**src/rtl/core/serial_command_valve_timer_macros.svh**
```systemverilog
// Assertion macros shared by the valve timer RTL.
`ifndef SERIAL_COMMAND_VALVE_TIMER_MACROS_SVH
`define SERIAL_COMMAND_VALVE_TIMER_MACROS_SVH

// Same-cycle implication, checked on every edge out of reset.
`define SCVT_ASSERT_NOW(label, ante, cons, msg) \
    label: assert property (@(posedge clk) disable iff (!rst_n) (ante) |-> (cons)) \
        else $error(msg);

// Next-cycle implication.
`define SCVT_ASSERT_NEXT(label, ante, cons, msg) \
    label: assert property (@(posedge clk) disable iff (!rst_n) (ante) |=> (cons)) \
        else $error(msg);

`endif

```
**src/rtl/core/scvt_pkg.sv**
```systemverilog
// Constants and types for the serial command valve timer.
`timescale 1ns / 1ps

package scvt_pkg;

    // Item kinds
    localparam logic [1:0] CMD_BYTE = 2'd0;
    localparam logic [1:0] CMD_IDLE = 2'd1;
    localparam logic [1:0] CMD_TICK = 2'd2;

    // Characters
    localparam logic [7:0] CHAR_ONE   = 8'h31;
    localparam logic [7:0] CHAR_SPACE = 8'h20;
    localparam logic [7:0] CHAR_TAB   = 8'h09;
    localparam logic [7:0] CHAR_CR    = 8'h0D;
    localparam logic [7:0] CHAR_PLUS  = 8'h2B;
    localparam logic [7:0] CHAR_MINUS = 8'h2D;
    localparam logic [7:0] CHAR_ZERO  = 8'h30;
    localparam logic [7:0] CHAR_NINE  = 8'h39;

    // Frame layout
    localparam int STATUS_POS = 8;
    localparam int FLAG_POS   = 16;
    localparam int FLAG_NUM   = 4;
    localparam int LIMIT_POS  = 20;
    localparam int LIMIT_NUM  = 3;

    localparam int LIMIT_W = 11;
    localparam int PERIOD_W = 16;

    localparam logic [PERIOD_W-1:0]       PERIOD_RST = 16'd10;
    localparam logic signed [LIMIT_W-1:0] LIMIT_RST  = 11'sd20;

    typedef struct packed {
        logic [FLAG_NUM-1:0] relay_bits;
        logic                valve_mode;
        logic                report_due;
        logic                frame_parsed;
    } result_t;

endpackage

```
**src/rtl/core/serial_command_valve_timer.sv**
```systemverilog
// Relay valve controller: frame collection, parse, valve timing and report requests.
`timescale 1ns / 1ps

// Takes one word per clock while in_stall is low: the state update happens at
// the accepting edge and the result word is registered into the output queue.
// A two-entry output queue sits between the two sides; in_stall rises only
// when both entries hold words that have not been taken, so the block keeps
// accepting while a single result waits. Sustained rate is one item per cycle
// while out_stall lets words drain, set by the combinational state update path.
module serial_command_valve_timer #(
    parameter int FRAME_MIN = 32
) (
    input  logic                              clk,
    input  logic                              rst_n,
    input  logic                              in_valid,
    output logic                              in_stall,
    input  logic [1:0]                        cmd,
    input  logic [7:0]                        rx_byte,
    output logic                              out_valid,
    input  logic                              out_stall,
    output logic [scvt_pkg::FLAG_NUM-1:0]     relay_bits,
    output logic                              valve_mode,
    output logic                              report_due,
    output logic                              frame_parsed,
    input  logic                              cfg_valid,
    output logic                              cfg_ready,
    input  logic [scvt_pkg::PERIOD_W-1:0]     cfg_data
);
    import scvt_pkg::*;

    `include "serial_command_valve_timer_macros.svh"

    localparam int CNT_W = $clog2(FRAME_MIN + 1);
    localparam logic [CNT_W-1:0] FRAME_FULL = CNT_W'(FRAME_MIN);
    localparam int OPEN_W = LIMIT_W;

    // Control state
    logic                     mode_reg, mode_next;
    logic [CNT_W-1:0]         frame_count_reg, frame_count_next;
    logic [PERIOD_W-1:0]      report_timer_reg, report_timer_next;
    logic [PERIOD_W-1:0]      report_period_reg;
    logic signed [LIMIT_W-1:0] open_limit_reg, open_limit_next;
    logic [OPEN_W-1:0]        open_count_reg, open_count_next;
    logic [FLAG_NUM-1:0]      relays_reg, relays_next;

    // Frame capture, written before it is read
    logic [7:0]               status_char_reg, status_char_next;
    logic [FLAG_NUM-1:0]      valve_flags_reg, valve_flags_next;
    logic [8*LIMIT_NUM-1:0]   limit_chars_reg, limit_chars_next;

    // Output queue
    logic [1:0]               cnt_reg, cnt_next;
    result_t                  slot0_reg, slot0_next;
    result_t                  slot1_reg, slot1_next;

    logic                     push;
    logic                     pop;
    logic                     due;
    logic                     parsed;
    logic [PERIOD_W-1:0]      timer_inc;
    result_t                  res;

    function automatic logic is_blank(input logic [7:0] ch);
        return (ch == CHAR_SPACE) || ((ch >= CHAR_TAB) && (ch <= CHAR_CR));
    endfunction

    function automatic logic is_digit(input logic [7:0] ch);
        return (ch >= CHAR_ZERO) && (ch <= CHAR_NINE);
    endfunction

    // Leading blanks, optional sign, then digits up to the first non-digit.
    function automatic logic signed [LIMIT_W-1:0] parse_limit(
        input logic [8*LIMIT_NUM-1:0] chars
    );
        logic [7:0]         ch;
        logic               skipping;
        logic               running;
        logic               neg;
        logic [LIMIT_W-2:0] val;
        logic [LIMIT_W-2:0] dig;
        skipping = 1'b1;
        running  = 1'b0;
        neg      = 1'b0;
        val      = '0;
        for (int i = 0; i < LIMIT_NUM; i++) begin
            ch  = chars[8*i +: 8];
            dig = (LIMIT_W-1)'(ch - CHAR_ZERO);
            if (skipping) begin
                if (!is_blank(ch)) begin
                    skipping = 1'b0;
                    if (ch == CHAR_PLUS || ch == CHAR_MINUS) begin
                        neg     = (ch == CHAR_MINUS);
                        running = 1'b1;
                    end else if (is_digit(ch)) begin
                        val     = dig;
                        running = 1'b1;
                    end
                end
            end else if (running) begin
                if (is_digit(ch)) begin
                    val = (val << 3) + (val << 1) + dig;
                end else begin
                    running = 1'b0;
                end
            end
        end
        return neg ? -$signed({1'b0, val}) : $signed({1'b0, val});
    endfunction

    assign in_stall  = (cnt_reg == 2'd2);
    assign out_valid = (cnt_reg != 2'd0);
    assign push      = in_valid && !in_stall;
    assign pop       = out_valid && !out_stall;
    assign cfg_ready = 1'b1;

    assign relay_bits   = slot0_reg.relay_bits;
    assign valve_mode   = slot0_reg.valve_mode;
    assign report_due   = slot0_reg.report_due;
    assign frame_parsed = slot0_reg.frame_parsed;

    assign timer_inc = (report_timer_reg == '1) ? report_timer_reg
                                                : report_timer_reg + 1'b1;

    always_comb
    begin
        mode_next         = mode_reg;
        frame_count_next  = frame_count_reg;
        report_timer_next = report_timer_reg;
        open_limit_next   = open_limit_reg;
        open_count_next   = open_count_reg;
        relays_next       = relays_reg;
        status_char_next  = status_char_reg;
        valve_flags_next  = valve_flags_reg;
        limit_chars_next  = limit_chars_reg;
        due               = 1'b0;
        parsed            = 1'b0;

        case (cmd)
            CMD_BYTE:
            begin
                // Drop bytes in valve mode or once the count has saturated at FRAME_MIN.
                if (!mode_reg && frame_count_reg < FRAME_FULL) begin
                    if (frame_count_reg == CNT_W'(STATUS_POS)) begin
                        status_char_next = rx_byte;
                    end
                    for (int i = 0; i < FLAG_NUM; i++) begin
                        if (frame_count_reg == CNT_W'(FLAG_POS + i)) begin
                            valve_flags_next[i] = (rx_byte == CHAR_ONE);
                        end
                    end
                    for (int i = 0; i < LIMIT_NUM; i++) begin
                        if (frame_count_reg == CNT_W'(LIMIT_POS + i)) begin
                            limit_chars_next[8*i +: 8] = rx_byte;
                        end
                    end
                    frame_count_next = frame_count_reg + 1'b1;
                end
            end
            CMD_IDLE:
            begin
                if (!mode_reg && frame_count_reg >= FRAME_FULL) begin
                    frame_count_next = '0;
                    parsed           = 1'b1;
                    if (status_char_reg == CHAR_ONE && valve_flags_reg != '0) begin
                        mode_next       = 1'b1;
                        open_limit_next = parse_limit(limit_chars_reg);
                        relays_next     = relays_reg | valve_flags_reg;
                    end
                end
            end
            CMD_TICK:
            begin
                report_timer_next = timer_inc;
                if (!mode_reg) begin
                    if (timer_inc >= report_period_reg) begin
                        due               = 1'b1;
                        report_timer_next = '0;
                        frame_count_next  = '0;
                    end
                end else begin
                    frame_count_next = '0;
                    // Close valves once the count reaches the limit, else advance the count.
                    if ($signed({1'b0, open_count_reg}) >=
                        $signed({open_limit_reg[LIMIT_W-1], open_limit_reg})) begin
                        relays_next     = '0;
                        mode_next       = 1'b0;
                        open_count_next = OPEN_W'(1);
                    end else if (open_count_reg != '1) begin
                        open_count_next = open_count_reg + 1'b1;
                    end
                end
            end
            default:
            begin
            end
        endcase

        res.relay_bits   = relays_next;
        res.valve_mode   = mode_next;
        res.report_due   = due;
        res.frame_parsed = parsed;
    end

    always_comb
    begin
        cnt_next   = cnt_reg;
        slot0_next = slot0_reg;
        slot1_next = slot1_reg;
        case (cnt_reg)
            2'd0:
            begin
                if (push) begin
                    slot0_next = res;
                    cnt_next   = 2'd1;
                end
            end
            2'd1:
            begin
                if (push && pop) begin
                    slot0_next = res;
                end else if (push) begin
                    slot1_next = res;
                    cnt_next   = 2'd2;
                end else if (pop) begin
                    cnt_next = 2'd0;
                end
            end
            default:
            begin
                // Full: advance the second word to the head.
                if (pop) begin
                    slot0_next = slot1_reg;
                    cnt_next   = 2'd1;
                end
            end
        endcase
    end

    always_ff @(posedge clk or negedge rst_n)
    begin
        if (!rst_n) begin
            mode_reg          <= 1'b0;
            frame_count_reg   <= '0;
            report_timer_reg  <= '0;
            report_period_reg <= PERIOD_RST;
            open_limit_reg    <= LIMIT_RST;
            open_count_reg    <= '0;
            relays_reg        <= '0;
            cnt_reg           <= 2'd0;
        end else begin
            if (push) begin
                mode_reg         <= mode_next;
                frame_count_reg  <= frame_count_next;
                report_timer_reg <= report_timer_next;
                open_limit_reg   <= open_limit_next;
                open_count_reg   <= open_count_next;
                relays_reg       <= relays_next;
            end
            if (cfg_valid && cfg_ready) begin
                report_period_reg <= cfg_data;
            end
            cnt_reg <= cnt_next;
        end
    end

    always_ff @(posedge clk)
    begin
        if (push) begin
            status_char_reg <= status_char_next;
            valve_flags_reg <= valve_flags_next;
            limit_chars_reg <= limit_chars_next;
        end
        slot0_reg <= slot0_next;
        slot1_reg <= slot1_next;
    end

    `SCVT_ASSERT_NOW(a_queue_depth, 1'b1, cnt_reg != 2'd3, "output queue count out of range")
    `SCVT_ASSERT_NOW(a_stall_has_word, in_stall, out_valid, "stall raised with no word held")
    `SCVT_ASSERT_NOW(a_relays_off_in_connect, !mode_reg, relays_reg == '0, "relay on in connect mode")
    `SCVT_ASSERT_NOW(a_frame_count_sat, 1'b1, frame_count_reg <= FRAME_FULL, "frame count past limit")
    `SCVT_ASSERT_NEXT(a_valve_entry_by_parse, push && !mode_reg && cmd != CMD_IDLE, !mode_reg, "valve mode entered without a parse")

endmodule
```
**config.mk**
```make
export PLATFORM = sky130hd
export DESIGN_NAME = serial_command_valve_timer
export DESIGN_NICKNAME = d
export VERILOG_FILES = /design/src/rtl/core/scvt_pkg.sv /design/src/rtl/core/serial_command_valve_timer.sv
export VERILOG_INCLUDE_DIRS = /design/src /design/src/rtl/core
export SDC_FILE = /design/constraint.sdc
export NUM_CORES = 1
export LEC_CHECK = 0
export BUFFER_PORTS_ARGS = -buffer_cell sky130_fd_sc_hd__buf_2
export CORE_UTILIZATION = 60
export DETAILED_ROUTE_END_ITERATION = 6
export PLACE_DENSITY_LB_ADDON = 0.15
export SLEW_MARGIN = 30
export SYNTH_ARGS = -nofsm -noshare
export SYNTH_HDL_FRONTEND = slang
export SYNTH_SLANG_ARGS = --single-unit
```
**constraint.sdc**
```tcl
create_clock -name clk -period 11.1 [get_ports clk]
set_input_delay 2.22 -clock clk [delete_from_list [all_inputs] [get_ports clk]]
set_output_delay 2.22 -clock clk [all_outputs]
set_load 0.01 [all_outputs]
```
======== After elaboration in Yosys (flattened, before gate mapping) ========
Index checks and enable logic that the tools add are counted.
operators by class
  muxes and demuxes ....................... 95
  reductions and logical operators ........ 43
  bitwise logic cells ..................... 2
  order comparisons ....................... 16
  equality and inequality tests ........... 32
  add/sub/neg operators ................... 11
operators by type and width
  cell                                                  number
  2-to-1 mux 10 bit                                     24
  equality test 8 x 6 -> 1 bit (second input constant)  11
  2-to-1 mux 16 bit                                     3
  2-to-1 mux 1 bit                                      44
  AND reduction 4 bit                                   11
  equality test 6 x 5 -> 1 bit (second input constant)  7
  adder 10 bit                                          4
  2-to-1 mux 11 bit                                     3
  subtractor 8 x 6 -> 9 bit (second input constant)     3
  >= comparator 8 x 4 -> 1 bit (second input constant)  3
  >= comparator 8 x 6 -> 1 bit (second input constant)  3
  <= comparator 8 x 4 -> 1 bit (second input constant)  3
  <= comparator 8 x 6 -> 1 bit (second input constant)  3
  2-to-1 mux 6 bit                                      4
  2-to-1 mux 7 bit                                      3
  one-hot mux 6 bit (3 select lines)                    1
  adder 16 x 1 -> 16 bit (second input constant)        1
  equality test 16 bit (second input constant)          1
  >= comparator 16 bit                                  1
  2-to-1 mux 4 bit                                      4
  one-hot mux 7 bit (2 select lines)                    1
  >= comparator 12 x 11 -> 1 bit                        1
  logical AND 1 bit                                     12
  adder 11 x 1 -> 11 bit (second input constant)        1
  25 further kinds                                      47
word-level totals
  bits in registers ....................... 117
  output and inout port bits .............. 10
  word-level logic and storage cells ...... 223

======== Depth between registers and ports, before layout ========
  depth in word-level cells ............... 26
  depth in mapped cells ................... 28
  depth with buffers taken out ............ 27

======== Worst setup path before layout ========
OpenSTA, ideal clock, no wires.
  path kind ............................... flip-flop to flip-flop
  start point ............................. register limit_chars_reg[4]
  end point ............................... register open_limit_reg[10]
  required time ........................... 10.972 ns
  arrival ................................. 5.734 ns
  stages on the path, launching flop included .. 27
  library setup time ...................... 0.128 ns
  path slack .............................. 5.238 ns
  path through ............................ edfxtp_1 -> inv_1 -> ha_1 -> or4b_4 -> a21oi_4 -> o21ai_2 -> buf_6 -> clkbuf_1 -> nand3_1 -> xnor2_1 -> ha_1 -> ha_1 -> a211oi_1 -> nor2_1 -> or4_1 -> a21oi_1 -> fa_1 -> ha_1 -> a21oi_1 -> o21bai_1 -> a21oi_1 -> xnor2_1 -> xnor2_1 -> xnor2_1 -> a21oi_1 -> nor4b_1 -> o31ai_1
on the way
  word-level cells in the longest chain between the ends .. 26
  elaborated cells on any way between the ends .. 75
  those cells by class .................... add/sub (6); order compare (4); eq/ne (3); mux (58); reduce/logical (4)
ends and longest elaborated chain
  item                                                                                 line                               RTL
  start, declared                                                                      serial_command_valve_timer.sv:49   logic [8*LIMIT_NUM-1:0] limit_chars_reg, limit_chars_next;
  start signal, assigned                                                               serial_command_valve_timer.sv:271  limit_chars_reg <= limit_chars_next;
  >= comparator 8 x 6 -> 1 bit / <= comparator 8 x 6 -> 1 bit (equally long branches)  serial_command_valve_timer.sv:68   return (ch >= CHAR_ZERO) && (ch <= CHAR_NINE);
  logical AND 1 bit                                                                    serial_command_valve_timer.sv:68
  2-to-1 mux 10 bit                                                                    serial_command_valve_timer.sv:94   end else if (is_digit(ch)) begin
  2-to-1 mux 10 bit                                                                    serial_command_valve_timer.sv:91   if (ch == CHAR_PLUS || ch == CHAR_MINUS) begin
  2-to-1 mux 10 bit                                                                    serial_command_valve_timer.sv:89   if (!is_blank(ch)) begin
  2-to-1 mux 10 bit                                                                    serial_command_valve_timer.sv:164  if (status_char_reg == CHAR_ONE && valve_flags_reg != '0) begin
  2-to-1 mux 10 bit                                                                    serial_command_valve_timer.sv:161  if (!mode_reg && frame_count_reg >= FRAME_FULL) begin
  2-to-1 mux 10 bit                                                                    serial_command_valve_timer.sv:138  case (cmd)
  [... 10 more ...]                                                                    --
  2-to-1 mux 10 bit                                                                    serial_command_valve_timer.sv:100  if (is_digit(ch)) begin
  2-to-1 mux 10 bit                                                                    serial_command_valve_timer.sv:99   end else if (running) begin
  2-to-1 mux 10 bit                                                                    serial_command_valve_timer.sv:88   if (skipping) begin
  2-to-1 mux 10 bit                                                                    serial_command_valve_timer.sv:164
  2-to-1 mux 10 bit                                                                    serial_command_valve_timer.sv:161
  2-to-1 mux 10 bit                                                                    serial_command_valve_timer.sv:138
  negator 10 -> 11 bit                                                                 serial_command_valve_timer.sv:107  return neg ? -$signed({1'b0, val}) : $signed({1'b0, val});
  2-to-1 mux 11 bit *                                                                  serial_command_valve_timer.sv:107
  end signal, assigned                                                                 serial_command_valve_timer.sv:255  open_limit_reg <= open_limit_next;
  end, declared                                                                        serial_command_valve_timer.sv:42   logic signed [LIMIT_W-1:0] open_limit_reg, open_limit_next;
Every way passes the cells marked *; elsewhere a longest branch is shown, timed or not. The select of a mux whose other input is x is not followed.
A chain may end at the register's enable or synchronous reset.

======== Final worst setup path ========
Same ends and word-level chain as after synthesis.

==> flow_summary.json <==
{
  "ys_top_cells_by_area": "dfrtp_1, edfxtp_1, ha_1, nand2_1, xnor2_1",
  "clock_path_buffers": 2,
  "slew_headroom_pct": 39.8,
  "critPathKind": "reg -> reg",
  "synth_top_area_share_pct": 19.7,
  "insertion_delay_ns": 0.42,
  "cts_htree_levels": 4,
  "regArea_um2": 3180,
  "setup_viol": 0,
  "grt-ovfl-total": 0,
  "finClkSkew_ns": 0.0119,
  "syn-num-nets": 972,
  "power_mw": 1.13,
  "cp.arrival_ns": 6.87,
  "gp_congestion": 0.917,
  "root_buffer": "clkbuf_16",
  "ys_seq_area_share_pct": 39.8,
  "synth-edff-count": 50,
  "switching_share_pct": 25.8,
  "grt_pass1_wl_um": 30700,
  "min_period_ns": 6.59,
  "crit_buf_inv": 2,
  "post_drt_wl_per_cell_um": 16.8,
  "io-pin-count": 41,
  "yosysWarnings": 0,
  "slowest_stage": "o21ai_2",
  "first_pass_iters": 5,
  "post-synth-top-count-cell": "nand2_1",
  "yosysUniqueCellTypes": 76,
  "cpMostUsedCell": "a21oi_1",
  "cts_buffers": 17,
  "synth_largest_area_cell": "dfrtp_1",
  "post-route-drc-count": 0,
  "clkPwrFrac_pct": 46.1,
  "critical_path.endpoint_type": "register",
  "multiInputGateArea_um2": 4440,
  "hp-class": "reg -> reg",
  "port_buffers": 39,
  "status": "complete, no violations",
  "num_rows": 41,
  "worst_pin_slew_ns": 0.891,
  "start_util_pct": 62.3,
  "ant_nets": 0,
  "grt_max_degree": 68,
  "synthCells": 863,
  "place_hpwl_um": 13700,
  "hold_ws_ns": 0.477,
  "grt_usage_pct": 28.0,
  "hold_buffers": 0,
  "worst_setup_path_start_kind": "register",
  "timing.fmax_mhz": 152,
  "fp.dieW_um": 117,
  "p_switching_mw": 0.291,
  "antenna_cells": 0,
  "post-cts-setup-buffers": 0,
  "drive_above_1_share_pct": 11.2,
  "post_cts_resized": 0,
  "vias": 6533,
  "ys_ff_latch": 117,
  "largest_reg_flops": 24,
  "p_int_mw": 0.835,
  "critPathMaxFanout": 21,
  "core-area_um2": 12800,
  "comb_power_share_pct": 9.9,
  "p_seq_share_pct": 44.0,
  "nFillCells": 1018,
  "dieArea_um2": 13800,
  "dp_cells": 1047,
  "drt_iter0_drc": 517,
  "grt_pass1_vias": 6405,
  "hold_viol": 0,
  "async_flop_share_pct": 57.3,
  "cpLargestDelayFamily": "adder cells",
  "area_growth_pct": 11.0,
  "cts_sinks": 117,
  "die_h_um": 117,
  "yosys_most_used_dff": "dfrtp_1",
  "vdd_ir_drop_max_mv": 0.111,
  "cap_violations": 0,
  "cts_tree": "done",
  "routed_wl_um": 18100,
  "p_per_area_nw_per_um2": 127,
  "via_per_inst": 6.05,
  "post_synth.cell_area_avg_um2": 9.26,
  "clk_pin_slew_ns": 0.06,
  "finalSetupTns_ns": 0,
  "netlist_area_um2": 8000,
  "critPathMaxStageDelay_ns": 0.61,
  "nNetsFinal": 1003,
  "synth_commonest_cells": "nand2_1, ha_1, inv_1",
  "rsz0062_at_grt": "no",
  "fin_cells": 1079,
  "final_util_pct": 69.2,
  "period_share_pct": 59.4,
  "crit_required_ns": 11.38,
  "slew_viol_final": 0,
  "p_leak_nw": 3.93,
  "antenna_found_initial": 0
}
## power groups by stage
stage               clock network [mW]  logic, mW  registers, mW
floorplan                            0     0.0760          0.496
global placement                     0      0.105          0.501
detailed placement                   0      0.110          0.502
CTS                              0.524      0.112          0.494
global route                     0.543      0.128          0.498
finish                           0.519      0.112          0.495
## area by class of cell
class                   count  share of cell area, %
well taps                 172                   2.42
multi-input cells         651                   50.0
clock inverters            14                   1.48
clock buffers              18                   4.95
flip-flops and latches    117                   35.9
repair buffers             42                   2.50
inverters                  65                   2.75
## worst reg2reg max path: cells and delay by family, from the launching register on
kind / cells / cell delay [ns]
buf+inv: 2 / 0.16
compound gates: 9 / 1.92
simple gates: 6 / 1.57
xor+xnor: 3 / 0.44
flops: 1 / 0.41
fa+ha+maj: 5 / 1.95
## cell usage in the layout, fill, tap and decap left out, drive strengths merged, types with 8 or more instances in the layout
cell type,synthesis,final
o21ai,55,55
nor2b,8,8
o31ai,14,14
and2,10,10
inv,65,66
a31oi,8,8
dfrtp,63,63
clkinv,0,8
nand3,39,39
or2,10,10
nor2,63,63
buf,4,42
a211oi,8,8
and3,11,11
nand2,114,114
clkbuf,26,18
a21o,16,16
fa,13,13
a21oi,38,38
xor2,18,18
xnor2,30,30
nand2b,8,8
nor3,12,12
edfxtp,50,50
nor4,12,12
ha,65,65
nand4,14,14
## metrics by stage
step | worst slack (ns) | area (um2)
finish | 4.51 | 8870
global route | 3.97 | 8870
CTS | 4.52 | 8870
detailed placement | 4.57 | 8300
global placement | 4.86 | 8300
floorplan | 5.24 | 8000
## per-layer routing
| metal | track usage, % | wire length [um] | up-vias | part of all wire, % |
|---|---|---|---|---|
| li1 | - | - | 3137 | - |
| met1 | 36.2 | 7990 | 3132 | 44 |
| met5 | 0 | 0 | - | 0 |
| met3 | 5.98 | 875 | 44 | 4.8 |
| met4 | 12.4 | 542 | 0 | 3.0 |
| met2 | 45.4 | 8690 | 220 | 48 |
## kinds of logic (layout without fill, tap and decap cells)
group	Yosys count	count (layout)	share of synthesized area, %
AND/OR/NAND/NOR	322	322	19.8
flip-flops	117	117	39.8
XOR/XNOR	48	48	5.26
AO/OA/AOI/OAI	194	194	15.9
multiplexers	8	8	1.05
buffers and inverters	95	139	4.71
other	1	1	0.0469
adder cells (fa/ha/maj)	78	78	13.4
## final timing paths
path	from	cells past startpoint	to	slack, ns
max in group asynchronous	rst_n	2	cnt_reg[1]$_DFFE_PN0P_	8.77
max reg2reg	limit_chars_reg[4]$_DFFE_PP_	25	open_limit_reg[10]$_DFFE_PN0P_	4.51
min reg2reg	open_limit_reg[2]$_DFFE_PN1P_	2	open_limit_reg[2]$_DFFE_PN1P_	0.48
min in group asynchronous	rst_n	2	relays_reg[0]$_DFFE_PN0P_	1.88
min	open_limit_reg[2]$_DFFE_PN1P_	2	open_limit_reg[2]$_DFFE_PN1P_	0.48
max	limit_chars_reg[4]$_DFFE_PP_	25	open_limit_reg[10]$_DFFE_PN0P_	4.51
Note: power is estimated with default switching activity, not from simulation.
